==> config.mk <==
export PLATFORM = sky130hd
export DESIGN_NAME = rct_hash
export DESIGN_NICKNAME = d
export VERILOG_FILES = /design/src/rct_pkg.sv /design/src/rct_hash.sv
export SDC_FILE = /design/constraint.sdc
export NUM_CORES = 1
export LEC_CHECK = 0
export CAP_MARGIN = 20
export CORE_ASPECT_RATIO = 0.6
export CORE_MARGIN = 2
export CORE_UTILIZATION = 50
export DETAILED_ROUTE_END_ITERATION = 10
export DONT_BUFFER_PORTS = 1
export PLACE_DENSITY_LB_ADDON = 0.08
export SLEW_MARGIN = 20
export SYNTH_ARGS = -nofsm -noshare
export SYNTH_HDL_FRONTEND = slang
export SYNTH_SLANG_ARGS = --single-unit
==> constraint.sdc <==
create_clock -name clk -period 10.41 [get_ports clk]
set_input_delay 0.5205 -clock clk [delete_from_list [all_inputs] [get_ports clk]]
set_output_delay 0.5205 -clock clk [all_outputs]
set_load 0.01 [all_outputs]
==> src/rct_pkg.sv <==
`timescale 1ns / 1ps
`default_nettype none

package rct_pkg;

  localparam int PFX_W      = 64;
  localparam int TIME_W     = 48;
  localparam int TTL_W      = 32;
  localparam int GEN_W      = 32;
  localparam int FUNC_W     = 2;
  localparam int CFG_IDX_W  = 1;
  localparam int CFG_DATA_W = 32;
  localparam int HASH_W     = 32;

  localparam logic [HASH_W-1:0] FNV_BASIS = 32'h811C_9DC5;
  localparam logic [HASH_W-1:0] FNV_PRIME = 32'h0100_0193;
  localparam logic [TTL_W-1:0]  TTL_RESET = 32'd900000;

  localparam logic [FUNC_W-1:0] FUNC_QUERY = 2'd0;
  localparam logic [FUNC_W-1:0] FUNC_NOTE  = 2'd1;
  localparam logic [FUNC_W-1:0] FUNC_CLEAR = 2'd2;

  localparam logic [CFG_IDX_W-1:0] CFG_ENABLE = 1'b0;
  localparam logic [CFG_IDX_W-1:0] CFG_TTL    = 1'b1;

  typedef enum logic [1:0] {
    HS_IDLE,
    HS_MIX,
    HS_REDUCE,
    HS_DONE
  } hsh_state_t;

  typedef enum logic [2:0] {
    ST_INIT,
    ST_IDLE,
    ST_HASH,
    ST_EVAL,
    ST_WIPE,
    ST_OUT
  } rct_state_t;

  typedef struct packed {
    logic [PFX_W-1:0]  prefix;
    logic [TIME_W-1:0] stamp;
  } entry_t;

  function automatic logic [HASH_W-1:0] fnv_step(input logic [HASH_W-1:0] h,
                                                 input logic [7:0] b);
    logic [HASH_W-1:0] x;
    x = h ^ {{(HASH_W-8){1'b0}}, b};
    return x * FNV_PRIME;
  endfunction

endpackage

`default_nettype wire

==> src/rct_hash.sv <==
`timescale 1ns / 1ps
`default_nettype none

module rct_hash #(
  parameter int SLOT_COUNT = 8192,
  localparam int IDX_W = $clog2(SLOT_COUNT)
) (
  input  wire logic                      clk,
  input  wire logic                      rst_n,
  input  wire logic                      start,
  input  wire logic [rct_pkg::PFX_W-1:0] prefix,
  output logic                           done,
  output logic [IDX_W-1:0]               slot
);

  import rct_pkg::*;

  localparam int MIX_STEPS = 8;
  localparam int RED_STEP  = HASH_W / MIX_STEPS;
  localparam int CNT_W     = $clog2(MIX_STEPS);
  localparam logic [CNT_W-1:0] CNT_LAST = CNT_W'(MIX_STEPS - 1);
  localparam logic IS_POW2 = ((SLOT_COUNT & (SLOT_COUNT - 1)) == 0);
  localparam logic [IDX_W:0] MODULUS = (IDX_W+1)'(SLOT_COUNT);

  hsh_state_t        state_r, state_nxt;
  logic [CNT_W-1:0]  cnt_r;
  logic [HASH_W-1:0] h_r;
  logic [PFX_W-1:0]  pfx_r;
  logic [IDX_W-1:0]  rem_r, rem_nxt;
  logic              last_step;

  assign last_step = (cnt_r == CNT_LAST);

  always_comb begin
    state_nxt = state_r;
    unique case (state_r)
      HS_IDLE: begin
        if (start) state_nxt = HS_MIX;
      end
      HS_MIX: begin
        if (last_step) state_nxt = IS_POW2 ? HS_DONE : HS_REDUCE;
      end
      HS_REDUCE: begin
        if (last_step) state_nxt = HS_DONE;
      end
      HS_DONE: begin
        state_nxt = HS_IDLE;
      end
      default: state_nxt = HS_IDLE;
    endcase
  end

  // Restoring remainder, a few hash bits per cycle, most significant first.
  always_comb begin
    logic [IDX_W:0] t;
    rem_nxt = rem_r;
    for (int k = 0; k < RED_STEP; k++) begin
      t = {rem_nxt, h_r[HASH_W-1-k]};
      if (t >= MODULUS) t = t - MODULUS;
      rem_nxt = t[IDX_W-1:0];
    end
  end

  always_comb begin
    done = (state_r == HS_DONE);
    slot = IS_POW2 ? h_r[IDX_W-1:0] : rem_r;
  end

  always_ff @(posedge clk) begin
    if (!rst_n) begin
      state_r <= HS_IDLE;
      cnt_r   <= '0;
    end else begin
      state_r <= state_nxt;
      unique case (state_r)
        HS_IDLE: begin
          cnt_r <= '0;
        end
        HS_MIX, HS_REDUCE: begin
          cnt_r <= cnt_r + CNT_W'(1);
        end
        default: cnt_r <= '0;
      endcase
    end
  end

  always_ff @(posedge clk) begin
    unique case (state_r)
      HS_IDLE: begin
        if (start) begin
          h_r   <= FNV_BASIS;
          pfx_r <= prefix;
        end
      end
      HS_MIX: begin
        h_r   <= fnv_step(h_r, pfx_r[7:0]);
        pfx_r <= pfx_r >> 8;
        rem_r <= '0;
      end
      HS_REDUCE: begin
        rem_r <= rem_nxt;
        h_r   <= h_r << RED_STEP;
      end
      default: begin
      end
    endcase
  end

endmodule

`default_nettype wire

==> results of run 1 <==
==> synthesized netlist by cell type (2+ instances only) <==
library cell / count / area (um^2)
edfxtp_1: 77 / 2310
ha_1: 59 / 738
mux2_2: 56 / 631
inv_1: 37 / 139
xnor2_1: 13 / 114
nor2b_1: 12 / 75.1
fa_1: 11 / 220
xor2_1: 10 / 87.6
nand2_1: 8 / 30.0
a21oi_1: 7 / 35.0
o21ai_0: 7 / 35.0
buf_1: 6 / 22.5
and3_1: 5 / 31.3
clkbuf_1: 5 / 18.8
dfxtp_1: 5 / 100
nor2_1: 5 / 18.8
a221o_1: 3 / 30.0
nand3_1: 2 / 10.0
o211a_1: 2 / 20.0
o311ai_0: 2 / 17.5
==> layout by cell type, fill, tap and decap left out, types with 3 or more instances in the layout <==
| cell type | netlist | final |
|---|---|---|
| nor2_1 | 5 | 5 |
| ha_1 | 59 | 58 |
| fa_1 | 11 | 11 |
| xnor2_1 | 13 | 13 |
| mux2_2 | 56 | 56 |
| edfxtp_1 | 77 | 77 |
| clkbuf_16 | 0 | 9 |
| a21oi_1 | 7 | 7 |
| inv_1 | 37 | 37 |
| o21ai_0 | 7 | 5 |
| a221o_1 | 3 | 3 |
| nand2_1 | 8 | 8 |
| nor2b_1 | 12 | 12 |
| dfxtp_1 | 5 | 5 |
| xor2_1 | 10 | 10 |
| and3_1 | 5 | 5 |
==> per-stage QoR <==
stage	std cells	utilization, %	worst slack [ns]
after global routing	486	57.1	5.05
after CTS	486	57.1	5.28
after global placement	471	54.0	5.40
final	486	57.1	5.27
after floorplan	350	-	4.20
after detailed placement	471	54.0	5.30
==> path summary, 6_finish.rpt <==
check / end
hold reg to reg: cnt_r[0]
setup / recovery: h_r[12]
setup reg to reg: h_r[12]
hold / removal: cnt_r[0]
==> cells by family (layout without fill, tap and decap cells) <==
family	Yosys count	in the layout	synth area share, %
multiplexers	56	56	13.0
AND/OR/NAND/NOR	35	35	3.89
AO/OA/AOI/OAI	35	35	5.39
adder cells (fa/ha/maj)	70	70	19.7
XOR/XNOR	24	24	4.61
buffers and inverters	48	54	3.71
flip-flops	82	82	49.7
==> flip-flops by register name, indices dropped and copies added (netlist names) <==
signal / count
h_r: 13
pfx_r: 64
state_r: 2
cnt_r: 3
==> worst max-delay path, stage by stage (launching register included) <==
cell and delay [ns]:
edfxtp_1 0.48, xor2_1 0.39, ha_1 0.30, ha_1 0.33
fa_1 0.56, ha_1 0.14, inv_1 0.05, fa_1 0.52
inv_1 0.04, ha_1 0.29, fa_1 0.51, ha_1 0.37
and3_1 0.20, a221oi_2 0.29, xnor2_1 0.10, a221o_1 0.30
==> per-layer routing <==
layer / up-vias / routed length [um]
met4: 4 / 25
met1: 1276 / 5240
met5: - / 24
met3: 6 / 831
li1: 1285 / -
met2: 79 / 3670
==> layout make-up <==
class / instances / area, um^2 / share of cell area, %
Tap cell: 130 / 163 / 3.07
Timing Repair Buffer: 2 / 15.0 / 0.283
Sequential cell: 82 / 2410 / 45.5
Clock inverter: 6 / 58.8 / 1.11
Inverter: 37 / 139 / 2.62
Clock buffer: 9 / 225 / 4.25
Multi-Input combinational cell: 220 / 2290 / 43.2
==> metrics.txt, run 1 <==
Worst EP arrival 5.22 ns; synthesis-to-layout area growth 9.15%; Die Span X 131 um; ys async rst share 0%; post-CTS sizing 0; launch point of the critical path h_r[2]; GRT busiest layer met1; Pins Over Slew Limit 0; Core ar. 9290 um^2; hold buffers post-CTS 0; # fillers 763; H-Tree Depth 3; worst hold slack 0.311 ns; worst-margin pin slew 1.00 ns; Layout Skew 0.00532 ns; Worst R2R Setup Slack 5.27 ns; final hold violations 0; clock sinks 82; Final nets 489; largest net degree at the start of global routing 78; CP max FO 4; post-synthesis instance total 350; share of cells above drive strength 1 21.6%; worst reg2reg path depth 15; setup TNS 0 ns; status finished, final reports clean; Synth warnings 0; Clock Latency Late Sink 0.33 ns; initial antenna violation count 3; share of the clock period used by the worst path 49.4%; Core Rows 27; EDFF count, synth 77; clk buf depth 2; Syn Nets 487; Post-Syn Area per Cell 13.9 um^2; DR iter-0 viols 192; Vias 2650; CTS clk-pin slew, worst paths 0.06 ns; met3 Usage GRT 8.65%; post-synthesis sequential area ratio 49.7%; post-CTS setup buffers 0; #FFs+latches synth 82; die area 10500 um^2; Total GRT Usage 20.0%; ys flop type edfxtp_1; RSZ-0062 raised after global routing false; crit end category flop; TritonCTS buffer count 9; Buffers on Ports 0; Worst EP required 10.48 ns; dpl cell area 5020 um^2; grt met2 use 25.1%; Worst slew margin 33.1%; DRC viols 0; Die Ht 80.3 um; routability cong. 0.865; critical path class flop to flop; Cell Area, Synth 4860 um^2; drt wl/cell 20.1 um; max cap viols 0; Worst Setup Start Kind flop; Post-DP HPWL 7.32 mm; vias in the first global route 2775; TritonCTS clock tree yes; vias per cell 5.45; first-pass GRT wire length 15.6 mm; Min Clock Period, post-route 5.14 ns; Initial Utilization 52.3%; Hold Path Origin rst_n; Total Wirelength 9.78 mm; HP Class input pin to flop; design area 5300 um^2; synth unique cells 38; remaining antenna violation count after routing 0; n_diodes 0; drt first pass iters 5; Critical R2R Launch h_r[2]; Peak Freq 194 MHz; Root Driver clkbuf_16; Final setup viols 0; hold path depth 2; IO Pins 81; met1 usage 30.8%; GRT Residual Overflow 0
Power of run 1 is not shown: default switching activity piles up to over one toggle a cycle in this logic, so the estimate is an artifact.
==> inputs of run 2 (changes only) <==
==> constraint.sdc (replaced) <==
create_clock -name clk -period 5 [get_ports clk]
set_input_delay 0.25 -clock clk [delete_from_list [all_inputs] [get_ports clk]]
set_output_delay 0.25 -clock clk [all_outputs]
set_load 0.01 [all_outputs]
==> metrics.txt, run 2 (same netlist as run 1, synthesis figures left out) <==
status finished, final reports clean (unchanged); Final setup viols 0 (unchanged); CP max FO 4 (unchanged); H-Tree Depth 3 (unchanged); pwr dens 810 nW/um^2; Worst R2R Setup Slack 0.15 ns (was 5.27 ns); CP max stage delay 0.57 ns (was 0.56 ns); Layout Utilization 58.4% (was 57.1%); pre-CTS WS 0.0522 ns (was 5.30 ns); clk buf depth 2 (unchanged); drt wl/cell 20.4 um (was 20.1 um); vias in the first global route 2701 (was 2775); Worst EP required 5.09 ns (was 10.48 ns); Pwr Total 0.00439 W; Initial Utilization 52.3% (unchanged); n_diodes 0 (unchanged); TritonCTS buffer count 9 (unchanged); HP Class input pin to flop (unchanged); commonest cells after routing, fill and taps aside 77 x edfxtp_1, 58 x ha_1, 56 x mux2_2, 37 x inv_1 (was 77 x edfxtp_1, 58 x ha_1, 56 x mux2_2, 37 x inv_1, 13 x xnor2_1); Worst Slack Setup Final 0.146 ns (was 5.27 ns); worst hold slack 0.0278 ns (was 0.311 ns); largest net degree at the start of global routing 77 (was 78); vias per cell 5.39 (was 5.45); Largest register FFs 64 (unchanged); die area 10500 um^2 (unchanged); TritonCTS clock tree yes (unchanged); IO Pins 81 (unchanged); Critical-path top delay cell fa_1 (unchanged); register area 2410 um^2 (unchanged); Vias 2681 (was 2650); Pins Over Slew Limit 0 (unchanged); clock sinks 82 (unchanged); DR iter-0 viols 222 (was 192); remaining antenna violation count after routing 0 (unchanged); P_leak 2.19 nW; Worst Setup Start Kind flop (unchanged); share of the clock period used by the worst path 97.1% (was 49.4%); Layout Skew 0.00465 ns (was 0.00532 ns); crit end category flop (unchanged); hold endpoint cnt_r[0] (unchanged); Post-DP HPWL 7.59 mm (was 7.32 mm); CTS clk-pin slew, worst paths 0.06 ns (about the same); Clock Latency Late Sink 0.34 ns (was 0.33 ns); drt first pass iters 4 (was 5); worst-margin pin slew 1.01 ns (was 1.00 ns); final hold violations 0 (unchanged); Hold Path Origin rst_n (unchanged); Total Wirelength 10.1 mm (was 9.78 mm); r2r endpoint h_r[12] (unchanged); share of cells above drive strength 1 24.8% (was 21.6%); multi-input logic area 2290 um^2 (about the same); Top Registers pfx_r (64), h_r (13), cnt_r (3) (unchanged); worst reg2reg path depth 15 (unchanged); routability cong. 0.854 (was 0.865); # fillers 751 (was 763); Buffers on Ports 0 (unchanged); Worst EP arrival 4.94 ns (was 5.22 ns); max cap viols 0 (unchanged); Worst slew margin 31.7% (was 33.1%); initial antenna violation count 1 (was 3); Root Driver clkbuf_16 (unchanged); GRT Residual Overflow 0 (unchanged); most common cell after layout, fill and taps aside edfxtp_1 (unchanged); Crit path top cell by count ha_1 (unchanged); Core Rows 27 (unchanged); Core ar. 9290 um^2 (unchanged); Total GRT Usage 20.4% (was 20.0%); crit-path cells xor2_2 > ha_1 > ha_1 > fa_1 > ha_1 > inv_1 > fa_1 > inv_1 > ha_1 > fa_1 > ha_1 > and3_1 > a221oi_2 > xnor2_1 > a221o_1 (was xor2_1 > ha_1 > ha_1 > fa_1 > ha_1 > inv_1 > fa_1 > inv_1 > ha_1 > fa_1 > ha_1 > and3_1 > a221oi_2 > xnor2_1 > a221o_1); Final nets 500 (was 489); Die Span X 131 um (unchanged); VDD IR-drop max 0.717 mV; Critical R2R Launch pfx_r[2] (was h_r[2]); Min Clock Period, post-route 4.85 ns (was 5.14 ns); synthesis-to-layout area growth 11.7% (was 9.15%); Most flops, register pfx_r (unchanged); first-pass GRT wire length 15.6 mm (about the same); hold path depth 2 (unchanged); critical path class flop to flop (unchanged); Peak Freq 206 MHz (was 194 MHz); DRC viols 0 (unchanged); Die Ht 80.3 um (unchanged)
run 2: metrics by stage:
| stage | instances | area [um^2] | TNS [ns] |
|---|---|---|---|
| after CTS | 496 | 5410 | 0 |
| after floorplan | 350 | 4860 | 0 |
| after global routing | 497 | 5420 | -0.00787 |
| after detailed placement | 481 | 5090 | 0 |
| final | 497 | 5420 | 0 |
| after global placement | 481 | 5090 | 0 |
run 2: cell type report:
class | instances | share of cell area, %
Clock inverter | 6 | 1.68
Timing Repair Buffer | 13 | 1.80
Sequential cell | 82 | 44.5
Clock buffer | 9 | 4.15
Inverter | 37 | 2.56
Multi-Input combinational cell | 220 | 42.3
Tap cell | 130 | 3.00
run 2: worst max-delay path by stage:
stage,start,end,cells after the start
after floorplan,h_r[3],h_r[12],15
after global placement,h_r[2],h_r[12],15
after detailed placement,h_r[2],h_r[12],15
after CTS,h_r[2],h_r[12],15
after global routing,pfx_r[2],h_r[12],15
final,pfx_r[2],h_r[12],15
run 2: timing repair:
action / 4_1_cts / 5_1_grt
hold buffers: 0 / 0
endpoints found under the hold margin: 0 / 0
setup buffers: 0 / 1
resized for setup: 0 / 1
setup endpoints to repair: 0 / 1
run 2: worst max-delay path: cells and delay by family (launching register included):
kind / cells / cell delay [ns]
AOI/OAI and AO/OA: 2 / 0.57
xor gates and xnor gates: 2 / 0.30
adders and majority gates: 8 / 3.03
buffers and inverters: 2 / 0.09
DFF: 1 / 0.41
and+or+nand+nor: 1 / 0.20
run 2: routing by layer:
metal	routed length [um]	share of wire (%)	track usage (%)
met2	3700	36	25.5
met5	16	0.16	0
met1	5210	51	30.3
met4	90	0.89	5.43
met3	1130	11	10.2
run 2: where the power goes:
part / switching (W) / total, W / internal (W)
sequential: 0.0000678 / 0.000953 / 0.000885
clock: 0.000274 / 0.000712 / 0.000437
combinational: 0.00138 / 0.00273 / 0.00134
total: 0.00173 / 0.00439 / 0.00267
Power figures use the tool's default switching activity.
==> inputs of run 3 (changes only) <==
--- a/config.mk
+++ b/config.mk
@@ -8,7 +8,7 @@
 export CAP_MARGIN = 20
 export CORE_ASPECT_RATIO = 0.6
 export CORE_MARGIN = 2
-export CORE_UTILIZATION = 50
+export CORE_UTILIZATION = 23
 export DETAILED_ROUTE_END_ITERATION = 10
 export DONT_BUFFER_PORTS = 1
 export PLACE_DENSITY_LB_ADDON = 0.08
==> constraint.sdc (replaced) <==
create_clock -name clk -period 5 [get_ports clk]
set_input_delay 0.75 -clock clk [delete_from_list [all_inputs] [get_ports clk]]
set_output_delay 0.75 -clock clk [all_outputs]
set_load 0.01 [all_outputs]
==> metrics.txt, run 3 (same netlist as run 1, synthesis figures left out) <==
Root Driver clkbuf_16 (unchanged); worst-margin pin slew 0.987 ns (was 1.01 ns); launch point of the critical path h_r[2] (was pfx_r[2]); Buffers on Ports 0 (unchanged); Critical-path top delay cell fa_1 (unchanged); Worst slew margin 34.2% (was 31.7%); most common cell after layout, fill and taps aside edfxtp_1 (unchanged); r2r endpoint h_r[12] (unchanged); Min Clock Period, post-route 4.82 ns (was 4.85 ns); Total Wirelength 11.6 mm (was 10.1 mm); clock sinks 82 (unchanged); Worst EP arrival 4.90 ns (was 4.94 ns); P_leak 2.19 nW (about the same); CTS clk-pin slew, worst paths 0.06 ns (about the same); TritonCTS clock tree yes (unchanged); Worst R2R Setup Slack 0.18 ns (was 0.15 ns); Largest register FFs 64 (unchanged); Die Span X 192 um (was 131 um); multi-input logic area 2310 um^2 (was 2290 um^2); pre-CTS WS 0.161 ns (was 0.0522 ns); VDD IR-drop max 0.542 mV (was 0.717 mV); drt first pass iters 4 (unchanged); CP max FO 4 (unchanged); critical path class flop to flop (unchanged); worst hold slack 0.426 ns (was 0.0278 ns); share of cells above drive strength 1 25.0% (was 24.8%); crit end category flop (unchanged); CP max stage delay 0.60 ns (was 0.57 ns); design area 5630 um^2 (was 5420 um^2); vias per cell 4.03 (was 5.39); Layout Skew 0.00930 ns (was 0.00465 ns); IO Pins 81 (unchanged); Pwr Total 0.00454 W (was 0.00439 W); DRC viols 0 (unchanged); H-Tree Depth 3 (unchanged); Peak Freq 207 MHz (was 206 MHz); Final nets 504 (was 500); Vias 2638 (was 2681); synthesis-to-layout area growth 16.0% (was 11.7%); post-CTS setup buffers 0 (unchanged); initial antenna violation count 7 (was 1); Final setup viols 0 (unchanged); pwr dens 807 nW/um^2 (was 810 nW/um^2); Most flops, register pfx_r (unchanged); HP Class flop to flop (was input pin to flop); Die Ht 117 um (was 80.3 um); worst reg2reg path depth 16 (was 15); hold endpoint cnt_r[0] (unchanged); Core Rows 41 (was 27); # fillers 2132 (was 751); die area 22300 um^2 (was 10500 um^2); drt wl/cell 17.7 um (was 20.4 um); Crit path top cell by count ha_1 (unchanged); crit-path cells xor2_2 > buf_4 > ha_1 > ha_1 > fa_1 > ha_1 > inv_1 > fa_1 > inv_1 > ha_1 > fa_1 > ha_4 > and3_1 > a221oi_2 > xnor2_1 > a221o_1 (was xor2_2 > ha_1 > ha_1 > fa_1 > ha_1 > inv_1 > fa_1 > inv_1 > ha_1 > fa_1 > ha_1 > and3_1 > a221oi_2 > xnor2_1 > a221o_1); Pins Over Slew Limit 0 (unchanged); clk buf depth 2 (unchanged); DR iter-0 viols 151 (was 222); register area 2410 um^2 (unchanged); Clock Latency Late Sink 0.34 ns (about the same); Worst EP required 5.08 ns (was 5.09 ns); Top Registers pfx_r (64), h_r (13), cnt_r (3) (unchanged); commonest cells after routing, fill and taps aside 77 x edfxtp_1, 57 x ha_1, 56 x mux2_2, 37 x inv_1, 17 x buf_4 (was 77 x edfxtp_1, 58 x ha_1, 56 x mux2_2, 37 x inv_1); first-pass GRT wire length 17.2 mm (was 15.6 mm); hold buffers post-CTS 0 (unchanged); status finished, final reports clean (unchanged); hold path depth 1 (was 2); GRT Residual Overflow 0 (unchanged); Worst Slack Setup Final 0.179 ns (was 0.146 ns); Hold Path Origin cnt_r[0] (was rst_n); Critical R2R Launch h_r[2] (was pfx_r[2]); vias in the first global route 2739 (was 2701); max cap viols 0 (unchanged); final hold violations 0 (unchanged); Worst Setup Start Kind flop (unchanged); Initial Utilization 23.3% (was 52.3%); remaining antenna violation count after routing 0 (unchanged); TritonCTS buffer count 9 (unchanged); Core ar. 20900 um^2 (was 9290 um^2); largest net degree at the start of global routing 77 (unchanged); routability cong. 0.743 (was 0.854); dpl cell area 5320 um^2 (was 5090 um^2); share of the clock period used by the worst path 96.4% (was 97.1%); Post-DP HPWL 8.78 mm (was 7.59 mm); Total GRT Usage 10.9% (was 20.4%)
[run 3: what timing repair did]
item | in CTS | in global routing
gates resized for setup | 0 | 2
hold endpoints to repair | 0 | 0
endpoints found under the setup margin | 0 | 1
[run 3: worst max-delay path by stage]
| stage | endpoint | cells after the start |
|---|---|---|
| 2_1_floorplan | h_r[12] | 15 |
| 3_3_place_gp | h_r[12] | 15 |
| 3_5_place_dp | h_r[12] | 15 |
| 4_1_cts | h_r[12] | 15 |
| 5_1_grt | h_r[12] | 16 |
| 6_report | h_r[12] | 16 |
[run 3: through the flow]
stage                     TNS (ns)  cells  util [%]
after floorplan                  0    350         -
after global placement           0    635      25.5
after detailed placement         0    635      25.5
after CTS                        0    651      26.8
after global routing       -0.0198    652      26.9
final                            0    655      27.0
[run 3: layout make-up]
class                           count  share of cell area (%)
Antenna cell                        4                   0.178
Multi-Input combinational cell    220                    41.0
Clock inverter                      5                   0.977
Sequential cell                    82                    42.8
Inverter                           37                    2.47
Timing Repair Buffer               17                    2.27
Clock buffer                       11                    4.13
Tap cell                          279                    6.20
[run 3: worst max-delay path: cells and delay by family, from the launching register on]
kind	cells	cell delay, ns
buffers and inverters	3	0.23
xor gates and xnor gates	2	0.30
adders and majority gates	8	2.85
AOI/OAI and AO/OA	2	0.58
and+or+nand+nor	1	0.18
DFF	1	0.43
[run 3: routing by layer]
layer	up-vias	global-route usage [%]	wire [um]
met5	-	0	13
met4	2	2.15	85
met3	10	5.32	881
met2	66	14.4	4660
met1	1244	15.7	5980
li1	1316	-	-
[run 3: power by group]
part	switching [W]	internal (W)	total (W)	leakage (nW)
combinational	0.00149	0.00145	0.00294	1.27
sequential	0.0000594	0.000885	0.000944	0.780
clock	0.000269	0.000386	0.000655	0.139
